**config.mk**
```make
export PLATFORM = sky130hd
export DESIGN_NAME = biquad_iir_filter_top
export DESIGN_NICKNAME = d
export VERILOG_FILES = /design/src/hw/rtl/biq_pkg.sv /design/src/hw/rtl/biq_cfg.sv /design/src/hw/rtl/biq_seq.sv /design/src/hw/rtl/biq_dp.sv /design/src/hw/rtl/biquad_iir_filter_top.sv
export SDC_FILE = /design/constraint.sdc
export NUM_CORES = 2
export LEC_CHECK = 0
export BUFFER_PORTS_ARGS = -buffer_cell sky130_fd_sc_hd__buf_4
export CORE_MARGIN = 3
export CORE_UTILIZATION = 38
export CTS_BUF_LIST = sky130_fd_sc_hd__clkbuf_8
export DETAILED_ROUTE_END_ITERATION = 16
export PLACE_DENSITY = 0.57
export SLEW_MARGIN = 0
export SYNTH_ARGS = -nofsm -noshare
export SYNTH_HDL_FRONTEND = slang
export SYNTH_SLANG_ARGS = --single-unit
```
**constraint.sdc**
```tcl
create_clock -name clk -period 9.1 [get_ports clk]
set_input_delay 0 -clock clk [delete_from_list [all_inputs] [get_ports clk]]
set_output_delay 0 -clock clk [all_outputs]
set_load 0.05 [all_outputs]
```
**src/hw/rtl/biq_pkg.sv**
```systemverilog
// Shared widths, codes and control structures of the biquad IIR section.
// Used by biq_cfg, biq_seq, biq_dp and biquad_iir_filter_top; no dependencies.
package biq_pkg;

  localparam int DATA_W  = 16;
  localparam int COEF_W  = 16;
  localparam int FRAC_W  = COEF_W - 2;
  localparam int PROD_W  = DATA_W + COEF_W;
  localparam int ACC_W   = 64;
  localparam int TDATA_W = ((DATA_W + 7) / 8) * 8;
  localparam int CFG_IDX_W = 3;
  localparam int STEP_W  = 4;

  localparam logic signed [COEF_W-1:0] COEF_ONE = COEF_W'(1) << FRAC_W;

  typedef enum logic [CFG_IDX_W-1:0] {
    REG_B0   = 3'd0,
    REG_B1   = 3'd1,
    REG_B2   = 3'd2,
    REG_A1   = 3'd3,
    REG_A2   = 3'd4,
    REG_GIN  = 3'd5,
    REG_GOUT = 3'd6,
    REG_FORM = 3'd7
  } reg_idx_t;

  typedef enum logic [3:0] {
    SA_RAW, SA_X, SA_W, SA_S, SA_X1, SA_X2, SA_Y1, SA_Y2, SA_D1, SA_D2
  } sel_a_t;

  typedef enum logic [2:0] {
    SB_B0, SB_B1, SB_B2, SB_A1, SB_A2, SB_GIN, SB_GOUT, SB_ONE
  } sel_b_t;

  typedef enum logic [1:0] {
    ACC_HOLD, ACC_LOAD, ACC_ADD
  } acc_op_t;

  typedef enum logic [1:0] {
    DST_X, DST_W, DST_S, DST_OUT
  } fin_dst_t;

  typedef enum logic [1:0] {
    COMMIT_NONE, COMMIT_DF1, COMMIT_DF2
  } commit_t;

  typedef struct packed {
    logic signed [COEF_W-1:0] b0;
    logic signed [COEF_W-1:0] b1;
    logic signed [COEF_W-1:0] b2;
    logic signed [COEF_W-1:0] a1;
    logic signed [COEF_W-1:0] a2;
    logic signed [COEF_W-1:0] gin;
    logic signed [COEF_W-1:0] gout;
    logic                     form;
  } cfg_t;

  typedef struct packed {
    sel_a_t   a_sel;
    sel_b_t   b_sel;
    logic     neg;
    acc_op_t  acc_op;
    logic     fin_en;
    fin_dst_t fin_dst;
    commit_t  commit;
    logic     last;
  } ctrl_t;

endpackage

```
**src/hw/rtl/biq_cfg.sv**
```systemverilog
// Coefficient, gain and form registers of the biquad section.
// Depends on biq_pkg.
module biq_cfg (
  input  logic                          clk,
  input  logic                          rst_n,
  input  logic                          cfg_wr_en,
  input  logic [biq_pkg::CFG_IDX_W-1:0] cfg_addr,
  input  logic [biq_pkg::COEF_W-1:0]    cfg_wdata,
  output biq_pkg::cfg_t                 cfg
);
  import biq_pkg::*;

  cfg_t cfg_r;

  always_ff @(posedge clk) begin
    if (!rst_n) begin
      cfg_r.b0   <= COEF_ONE;
      cfg_r.b1   <= '0;
      cfg_r.b2   <= '0;
      cfg_r.a1   <= '0;
      cfg_r.a2   <= '0;
      cfg_r.gin  <= COEF_ONE;
      cfg_r.gout <= COEF_ONE;
      cfg_r.form <= 1'b0;
    end else if (cfg_wr_en) begin
      unique case (reg_idx_t'(cfg_addr))
        REG_B0:   cfg_r.b0   <= cfg_wdata;
        REG_B1:   cfg_r.b1   <= cfg_wdata;
        REG_B2:   cfg_r.b2   <= cfg_wdata;
        REG_A1:   cfg_r.a1   <= cfg_wdata;
        REG_A2:   cfg_r.a2   <= cfg_wdata;
        REG_GIN:  cfg_r.gin  <= cfg_wdata;
        REG_GOUT: cfg_r.gout <= cfg_wdata;
        REG_FORM: cfg_r.form <= cfg_wdata[0];
      endcase
    end
  end

  assign cfg = cfg_r;

endmodule

```
**src/hw/rtl/biq_seq.sv**
```systemverilog
// Step sequencer: walks the multiply/accumulate program of the selected form.
// Depends on biq_pkg.
module biq_seq (
  input  logic           clk,
  input  logic           rst_n,
  input  logic           start,
  input  logic           form,
  input  logic           out_blocked,
  output logic           busy,
  output biq_pkg::ctrl_t ctrl
);
  import biq_pkg::*;

  typedef enum logic {ST_IDLE, ST_RUN} state_t;

  state_t            state_r;
  logic [STEP_W-1:0] step_r;
  ctrl_t             prog;
  logic              advance;

  function automatic ctrl_t ucode(input logic f, input logic [STEP_W-1:0] s);
    ctrl_t c;
    c = '0;
    if (!f) begin
      case (s)
        4'd0:  begin c.a_sel = SA_RAW; c.b_sel = SB_GIN; end
        4'd1:  c.acc_op = ACC_LOAD;
        4'd2:  begin c.fin_en = 1'b1; c.fin_dst = DST_X; end
        4'd3:  begin c.a_sel = SA_X; c.b_sel = SB_B0; end
        4'd4:  begin c.acc_op = ACC_LOAD; c.a_sel = SA_X1; c.b_sel = SB_B1; end
        4'd5:  begin c.acc_op = ACC_ADD; c.a_sel = SA_X2; c.b_sel = SB_B2; end
        4'd6:  begin c.acc_op = ACC_ADD; c.a_sel = SA_Y1; c.b_sel = SB_A1; c.neg = 1'b1; end
        4'd7:  begin c.acc_op = ACC_ADD; c.a_sel = SA_Y2; c.b_sel = SB_A2; c.neg = 1'b1; end
        4'd8:  c.acc_op = ACC_ADD;
        4'd9:  begin c.fin_en = 1'b1; c.fin_dst = DST_S; end
        4'd10: begin c.a_sel = SA_S; c.b_sel = SB_GOUT; end
        4'd11: c.acc_op = ACC_LOAD;
        4'd12: begin
          c.fin_en = 1'b1; c.fin_dst = DST_OUT; c.commit = COMMIT_DF1; c.last = 1'b1;
        end
        default: c.last = 1'b1;
      endcase
    end else begin
      case (s)
        4'd0:  begin c.a_sel = SA_RAW; c.b_sel = SB_GIN; end
        4'd1:  c.acc_op = ACC_LOAD;
        4'd2:  begin c.fin_en = 1'b1; c.fin_dst = DST_X; end
        4'd3:  begin c.a_sel = SA_X; c.b_sel = SB_ONE; end
        4'd4:  begin c.acc_op = ACC_LOAD; c.a_sel = SA_D1; c.b_sel = SB_A1; c.neg = 1'b1; end
        4'd5:  begin c.acc_op = ACC_ADD; c.a_sel = SA_D2; c.b_sel = SB_A2; c.neg = 1'b1; end
        4'd6:  c.acc_op = ACC_ADD;
        4'd7:  begin c.fin_en = 1'b1; c.fin_dst = DST_W; end
        4'd8:  begin c.a_sel = SA_W; c.b_sel = SB_B0; end
        4'd9:  begin c.acc_op = ACC_LOAD; c.a_sel = SA_D1; c.b_sel = SB_B1; end
        4'd10: begin c.acc_op = ACC_ADD; c.a_sel = SA_D2; c.b_sel = SB_B2; end
        4'd11: c.acc_op = ACC_ADD;
        4'd12: begin c.fin_en = 1'b1; c.fin_dst = DST_S; end
        4'd13: begin c.a_sel = SA_S; c.b_sel = SB_GOUT; end
        4'd14: c.acc_op = ACC_LOAD;
        4'd15: begin
          c.fin_en = 1'b1; c.fin_dst = DST_OUT; c.commit = COMMIT_DF2; c.last = 1'b1;
        end
        default: c.last = 1'b1;
      endcase
    end
    return c;
  endfunction

  assign prog    = ucode(form, step_r);
  assign advance = (state_r == ST_RUN) && !(prog.last && out_blocked);

  always_ff @(posedge clk) begin
    if (!rst_n) begin
      state_r <= ST_IDLE;
      step_r  <= '0;
    end else begin
      unique case (state_r)
        ST_IDLE: begin
          if (start) begin
            state_r <= ST_RUN;
            step_r  <= '0;
          end
        end
        ST_RUN: begin
          if (advance) begin
            if (prog.last) begin
              state_r <= ST_IDLE;
            end
            step_r <= step_r + STEP_W'(1);
          end
        end
      endcase
    end
  end

  assign busy = (state_r == ST_RUN);

  always_comb begin
    ctrl = '0;
    if (advance) begin
      ctrl = prog;
    end
  end

endmodule

```
**src/hw/rtl/biq_dp.sv**
```systemverilog
// Datapath: one shared multiplier, saturating accumulator, rounding and filter state.
// Depends on biq_pkg; driven by biq_seq control words.
module biq_dp (
  input  logic                             clk,
  input  logic                             rst_n,
  input  logic                             in_load,
  input  logic signed [biq_pkg::DATA_W-1:0] in_sample,
  input  biq_pkg::cfg_t                    cfg,
  input  biq_pkg::ctrl_t                   ctrl,
  output logic signed [biq_pkg::DATA_W-1:0] out_word
);
  import biq_pkg::*;

  localparam logic signed [ACC_W-1:0] ACC_MAX = {1'b0, {(ACC_W-1){1'b1}}};
  localparam logic signed [ACC_W-1:0] ACC_MIN = {1'b1, {(ACC_W-1){1'b0}}};
  localparam logic signed [ACC_W-1:0] ACC_RND = ACC_W'(1) << (FRAC_W - 1);
  localparam logic signed [DATA_W-1:0] DATA_MAX = {1'b0, {(DATA_W-1){1'b1}}};
  localparam logic signed [DATA_W-1:0] DATA_MIN = {1'b1, {(DATA_W-1){1'b0}}};

  function automatic logic signed [ACC_W-1:0] sat_add(
    input logic signed [ACC_W-1:0] a,
    input logic signed [ACC_W-1:0] b
  );
    logic [ACC_W:0] s;
    s = {a[ACC_W-1], a} + {b[ACC_W-1], b};
    if (s[ACC_W] != s[ACC_W-1]) begin
      return s[ACC_W] ? ACC_MIN : ACC_MAX;
    end
    return s[ACC_W-1:0];
  endfunction

  function automatic logic signed [DATA_W-1:0] scale_back(input logic signed [ACC_W-1:0] a);
    logic signed [ACC_W-1:0] r;
    logic signed [ACC_W-1:0] sh;
    r  = sat_add(a, ACC_RND);
    sh = r >>> FRAC_W;
    if ((&sh[ACC_W-1:DATA_W-1]) || !(|sh[ACC_W-1:DATA_W-1])) begin
      return sh[DATA_W-1:0];
    end
    return sh[ACC_W-1] ? DATA_MIN : DATA_MAX;
  endfunction

  logic signed [DATA_W-1:0] raw_r, x_r, w_r, s_r;
  logic signed [DATA_W-1:0] x1_r, x2_r, y1_r, y2_r, d1_r, d2_r;
  logic signed [DATA_W-1:0] opa;
  logic signed [COEF_W-1:0] opb;
  logic signed [PROD_W-1:0] prod_nxt, prod_r;
  logic                     neg_r;
  logic signed [ACC_W-1:0]  acc_r, addend;
  logic signed [DATA_W-1:0] fin_val;

  always_comb begin
    case (ctrl.a_sel)
      SA_RAW:  opa = raw_r;
      SA_X:    opa = x_r;
      SA_W:    opa = w_r;
      SA_S:    opa = s_r;
      SA_X1:   opa = x1_r;
      SA_X2:   opa = x2_r;
      SA_Y1:   opa = y1_r;
      SA_Y2:   opa = y2_r;
      SA_D1:   opa = d1_r;
      SA_D2:   opa = d2_r;
      default: opa = raw_r;
    endcase
  end

  always_comb begin
    unique case (ctrl.b_sel)
      SB_B0:   opb = cfg.b0;
      SB_B1:   opb = cfg.b1;
      SB_B2:   opb = cfg.b2;
      SB_A1:   opb = cfg.a1;
      SB_A2:   opb = cfg.a2;
      SB_GIN:  opb = cfg.gin;
      SB_GOUT: opb = cfg.gout;
      SB_ONE:  opb = COEF_ONE;
    endcase
  end

  assign prod_nxt = opa * opb;
  assign addend   = neg_r ? -ACC_W'(prod_r) : ACC_W'(prod_r);
  assign fin_val  = scale_back(acc_r);
  assign out_word = fin_val;

  always_ff @(posedge clk) begin
    prod_r <= prod_nxt;
    neg_r  <= ctrl.neg;
    if (in_load) begin
      raw_r <= in_sample;
    end
    unique case (ctrl.acc_op)
      ACC_LOAD: acc_r <= addend;
      ACC_ADD:  acc_r <= sat_add(acc_r, addend);
      default:  acc_r <= acc_r;
    endcase
    if (ctrl.fin_en) begin
      unique case (ctrl.fin_dst)
        DST_X:   x_r <= fin_val;
        DST_W:   w_r <= fin_val;
        DST_S:   s_r <= fin_val;
        DST_OUT: ;
      endcase
    end
  end

  always_ff @(posedge clk) begin
    if (!rst_n) begin
      x1_r <= '0;
      x2_r <= '0;
      y1_r <= '0;
      y2_r <= '0;
      d1_r <= '0;
      d2_r <= '0;
    end else begin
      unique case (ctrl.commit)
        COMMIT_DF1: begin
          x2_r <= x1_r;
          x1_r <= x_r;
          y2_r <= y1_r;
          y1_r <= s_r;
        end
        COMMIT_DF2: begin
          d2_r <= d1_r;
          d1_r <= w_r;
        end
        default: ;
      endcase
    end
  end

endmodule

```
**src/hw/rtl/biquad_iir_filter_top.sv**
```systemverilog
// Biquad IIR section top level: stream ports, configuration port, result register.
// Depends on biq_pkg, biq_cfg, biq_seq and biq_dp.
//
// Second-order IIR section, direct form I or II selected by the form register, with
// Q2.14 coefficients and input/output gains and 16-bit saturated samples. One sample
// occupies the block from acceptance until the result word is loaded, while the single
// shared multiplier and accumulator step through seven or eight products and three
// or four rounding steps. in_tready is low while a sample is in work. A finished word
// waits in the output register while the next sample is already accepted; if it is
// still not taken when the next result is due, the block holds until out_tready.
module biquad_iir_filter_top (
  input  logic                          clk,
  input  logic                          rst_n,
  input  logic                          in_tvalid,
  output logic                          in_tready,
  input  logic [biq_pkg::TDATA_W-1:0]   in_tdata,   // sample_in
  output logic                          out_tvalid,
  input  logic                          out_tready,
  output logic [biq_pkg::TDATA_W-1:0]   out_tdata,  // sample_out
  input  logic                          cfg_wr_en,
  input  logic [biq_pkg::CFG_IDX_W-1:0] cfg_addr,
  input  logic [biq_pkg::COEF_W-1:0]    cfg_wdata
);
  import biq_pkg::*;

  cfg_t                     cfg;
  ctrl_t                    ctrl;
  logic                     busy;
  logic                     in_acc;
  logic                     out_load;
  logic signed [DATA_W-1:0] out_word;
  logic                     out_tvalid_r;
  logic [TDATA_W-1:0]       out_tdata_r;

  assign in_tready = !busy;
  assign in_acc    = in_tvalid && in_tready;
  assign out_load  = ctrl.fin_en && (ctrl.fin_dst == DST_OUT);

  biq_cfg u_cfg (
    .clk       (clk),
    .rst_n     (rst_n),
    .cfg_wr_en (cfg_wr_en),
    .cfg_addr  (cfg_addr),
    .cfg_wdata (cfg_wdata),
    .cfg       (cfg)
  );

  biq_seq u_seq (
    .clk         (clk),
    .rst_n       (rst_n),
    .start       (in_acc),
    .form        (cfg.form),
    .out_blocked (out_tvalid_r && !out_tready),
    .busy        (busy),
    .ctrl        (ctrl)
  );

  biq_dp u_dp (
    .clk       (clk),
    .rst_n     (rst_n),
    .in_load   (in_acc),
    .in_sample (in_tdata[DATA_W-1:0]),
    .cfg       (cfg),
    .ctrl      (ctrl),
    .out_word  (out_word)
  );

  always_ff @(posedge clk) begin
    if (!rst_n) begin
      out_tvalid_r <= 1'b0;
    end else if (out_load) begin
      out_tvalid_r <= 1'b1;
    end else if (out_tready) begin
      out_tvalid_r <= 1'b0;
    end
  end

  always_ff @(posedge clk) begin
    if (out_load) begin
      out_tdata_r <= TDATA_W'($unsigned(out_word));
    end
  end

  assign out_tvalid = out_tvalid_r;
  assign out_tdata  = out_tdata_r;

  a_busy_after_accept: assert property (@(posedge clk) disable iff (!rst_n)
    in_acc |=> !in_tready)
    else $error("sequencer not busy after accepting a word");

  a_no_overwrite: assert property (@(posedge clk) disable iff (!rst_n)
    out_load && out_tvalid_r |-> out_tready)
    else $error("result overwrote a pending output word");

  a_load_only_busy: assert property (@(posedge clk) disable iff (!rst_n)
    out_load |-> busy)
    else $error("result loaded while idle");

  a_state_commit_on_last: assert property (@(posedge clk) disable iff (!rst_n)
    (ctrl.commit != COMMIT_NONE) |-> (ctrl.last && out_load))
    else $error("filter state shifted outside the final step");

endmodule
```
==> impl_metrics.tcl <==
set metrics [dict create \
    status "complete, no violations" \
    cellPowerDensity_nw_per_um2 169 \
    reg2reg_to "u_dp.prod_r[31]" \
    cts.sinks 392 \
    synth.distinct_cells 101 \
    grt_pass1_vias 27800 \
    fin_tns_setup_ps 0 \
    wl_per_cell_um 19.1 \
    dr.pass1.iters 6 \
    core_um2 85400 \
    leakage_nw 16.4 \
    period_minus_slack_ps 8910 \
    pin_count 58 \
    synth.largest_area_cell "fa_1" \
    startpoint_type "flop" \
    gp_congestion 0.889 \
    dieArea_um2 90000 \
    period_share_pct 97.9 \
    crit_fanout 6 \
    max-vdd-ir-drop_v 0.000124 \
    cp_common_cell "inv_1" \
    io_buffers 57 \
    area_growth_pct 19.7 \
    cp_num_buf_inv 9 \
    syn_avg_cell_area_um2 8.61 \
    cp_slowest_cell "fa_2" \
    finalHoldViolCount 0 \
    fp.dieW_um 300 \
    synth_area_leaders "fa_1 16%, dfxtp_1 15%, edfxtp_1 13%" \
    routed_wl_um 102000 \
    fmax_mhz 112 \
    yosysWarnings 0 \
    total_power_w 0.00665 \
    setup_viol 0 \
    num_rows 107 \
    setup_ws_ps 192 \
    dp_hpwl_um 76100 \
    crit_type "flop to flop" \
    ant_nets 0 \
    grt_setup_unrepaired "yes" \
    maxCapViolations 0 \
    reg2reg_depth 36 \
    netlist.area_leader.share_pct 16.1 \
    critPathMaxStageDelay_ps 580 \
    ys_ff_latch 392 \
    cts_tree "yes" \
    place_ws_ps -303 \
    required_ps 9680 \
    seq_area_frac_synth_pct 28.3 \
    dp_cells 5108 \
    clock_skew_ps 42.5 \
    synth_most_common_cell "nand2_1" \
    grt_max_degree 111 \
    drive_gt1_share_pct 16.9 \
    initial_core_util_pct 38.5 \
    htreeDepth 3 \
    drc 0 \
    synth_area_um2 32900 \
    relSlewSlack_pct 19.2 \
    synth_ff_type "dfxtp_1" \
    synth_common_cells "694 x nand2_1, 355 x inv_1, 315 x nor2_1, 264 x fa_1, 248 x dfxtp_1" \
    clk_pin_slew_ps 50 \
    drv_slew 0 \
    r2r_start "u_seq.step_r[0]" \
    die_y_um 300 \
    reg2reg_slack_ps 190 \
    viasPerCell 5.32 \
    clock-root-buffer "clkbuf_8" \
    cts_buffers 74 \
    nets 4596 \
    finalNonFillerCells 5336 \
    synth_edf_count 144 \
    grt_overflow 0 \
    synthCells 3818 \
    hold_class "input pin to flop" \
    vias 28400 \
    crit_path_end_kind "flop" \
    syn_nets 4278 \
    cpLargestDelayFamily "adder cells" \
    antenna_found_initial 0 \
    drt_iter0_drc 2281 \
    clock_latency_ps 700 \
    hold_start "in_tdata[1]" \
    min_to "u_dp.raw_r[1]" \
    grt_use_total_pct 22.5 \
    async_flop_share_pct 0 \
    hold_depth 2 \
    clk_path_buf_depth 3 \
    grt_pass1_wl_um 160000 \
    worst_pin_slew_ps 1210 \
    crit_arrival_ps 9490 \
]
flip-flops by register name (all words and copies together), names as in the netlist, 16 cells and up:
signal	cells
u_dp.x_r	16
u_dp.x1_r	16
u_dp.w_r	16
u_dp.raw_r	16
u_dp.d2_r	16
u_dp.prod_r	32
out_tdata	16
u_cfg.cfg	113
u_dp.y2_r	16
u_dp.d1_r	16
u_dp.y1_r	16
u_dp.x2_r	16
u_dp.acc_r	64
u_dp.s_r	16
repair_timing:
item / 4_1_cts / 5_1_grt
gates resized for setup: 21 / 157
hold buffers: 63 / 0
endpoints found under the hold margin: 135 / 0
setup endpoints to repair: 6 / 10
pin swaps: 3 / 102
setup buffers: 0 / 33
cells in the final DEF, fill, tap and decap left out, types with 29 or more instances in the layout:
| master | instances |
|---|---|
| and3_1 | 39 |
| xor2_1 | 39 |
| mux2i_1 | 35 |
| clkbuf_8 | 86 |
| buf_4 | 349 |
| maj3_1 | 29 |
| nand2_1 | 690 |
| nand3_1 | 50 |
| dlygate4sd3_1 | 63 |
| nand4_1 | 36 |
| a21o_1 | 52 |
| a22oi_1 | 61 |
| fa_1 | 243 |
| edfxtp_1 | 144 |
| nor2_1 | 302 |
| a21boi_0 | 214 |
| inv_1 | 362 |
| o21ai_0 | 101 |
| a21oi_1 | 160 |
| dfxtp_1 | 246 |
| nand2b_1 | 45 |
| ha_1 | 144 |
| xnor2_1 | 110 |
power by group:
group | leakage, nW | internal [W] | switching (W)
clock | 0.847 | 0.00102 | 0.000837
combinational | 12.2 | 0.00113 | 0.00162
sequential | 3.32 | 0.00194 | 0.000103
total | 16.4 | 0.00409 | 0.00256
logic make-up (layout without fill, tap and decap cells):
kind of cell	count (synthesis)	count (layout)	synth area share [%]
other cells	0	1	0
compound gates	836	836	17.5
simple gates	1401	1401	19.6
xor+xnor	151	151	4.02
fa+ha+maj	449	449	22.9
flops	392	392	28.3
buf+inv	552	925	6.66
mux	37	37	1.13
worst max path at each step:
stage	cells after the start	start	slack [ps]	end
global route	35	u_seq.step_r[0]	-230	u_dp.prod_r[31]
detailed placement	36	u_seq.step_r[0]	-300	u_dp.prod_r[31]
floorplan	36	u_seq.step_r[0]	200	u_dp.prod_r[31]
finish	36	u_seq.step_r[0]	190	u_dp.prod_r[31]
CTS	34	u_seq.step_r[0]	-0.8	u_dp.prod_r[31]
global placement	36	u_seq.step_r[0]	-250	u_dp.prod_r[31]
area by class of cell:
class	count	area, µm²
Inverter	355	1330
Clock inverter	45	375
Multi-Input combinational cell	2874	22100
Timing Repair Buffer	439	3660
Clock buffer	86	1180
Antenna cell	1	2.50
Fill cell	8354	46100
Tap cell	1144	1430
Sequential cell	392	9290
worst reg2reg max path, delay by kind of cell, from the launching register on:
kind / cells / cell delay (ps)
simple gates: 8 / 2050
fa+ha+maj: 8 / 3430
flops: 1 / 350
buf+inv: 9 / 850
compound gates: 11 / 2130
metal layers:
layer / up-vias / share of wire (%) / GRT usage, %
met5: - / 0 / 0
met4: 0 / 2.2 / 6.22
met3: 138 / 5.7 / 3.14
met2: 816 / 45 / 35.7
met1: 13900 / 47 / 32.1
li1: 13600 / - / -
metrics by stage:
| stage | hold WS (ps) | cell area (µm²) | utilization [%] |
|---|---|---|---|
| 2_1_floorplan | 98.9 | 32900 | - |
| 3_3_place_gp | 179 | 36200 | 42.4 |
| 3_5_place_dp | 180 | 36200 | 42.4 |
| 4_1_cts | 0.00266 | 38500 | 45.0 |
| 5_1_grt | 27.8 | 39300 | 46.0 |
| 6_report | 61.5 | 39300 | 46.1 |
No activity file was read; power rests on OpenSTA's default activity.
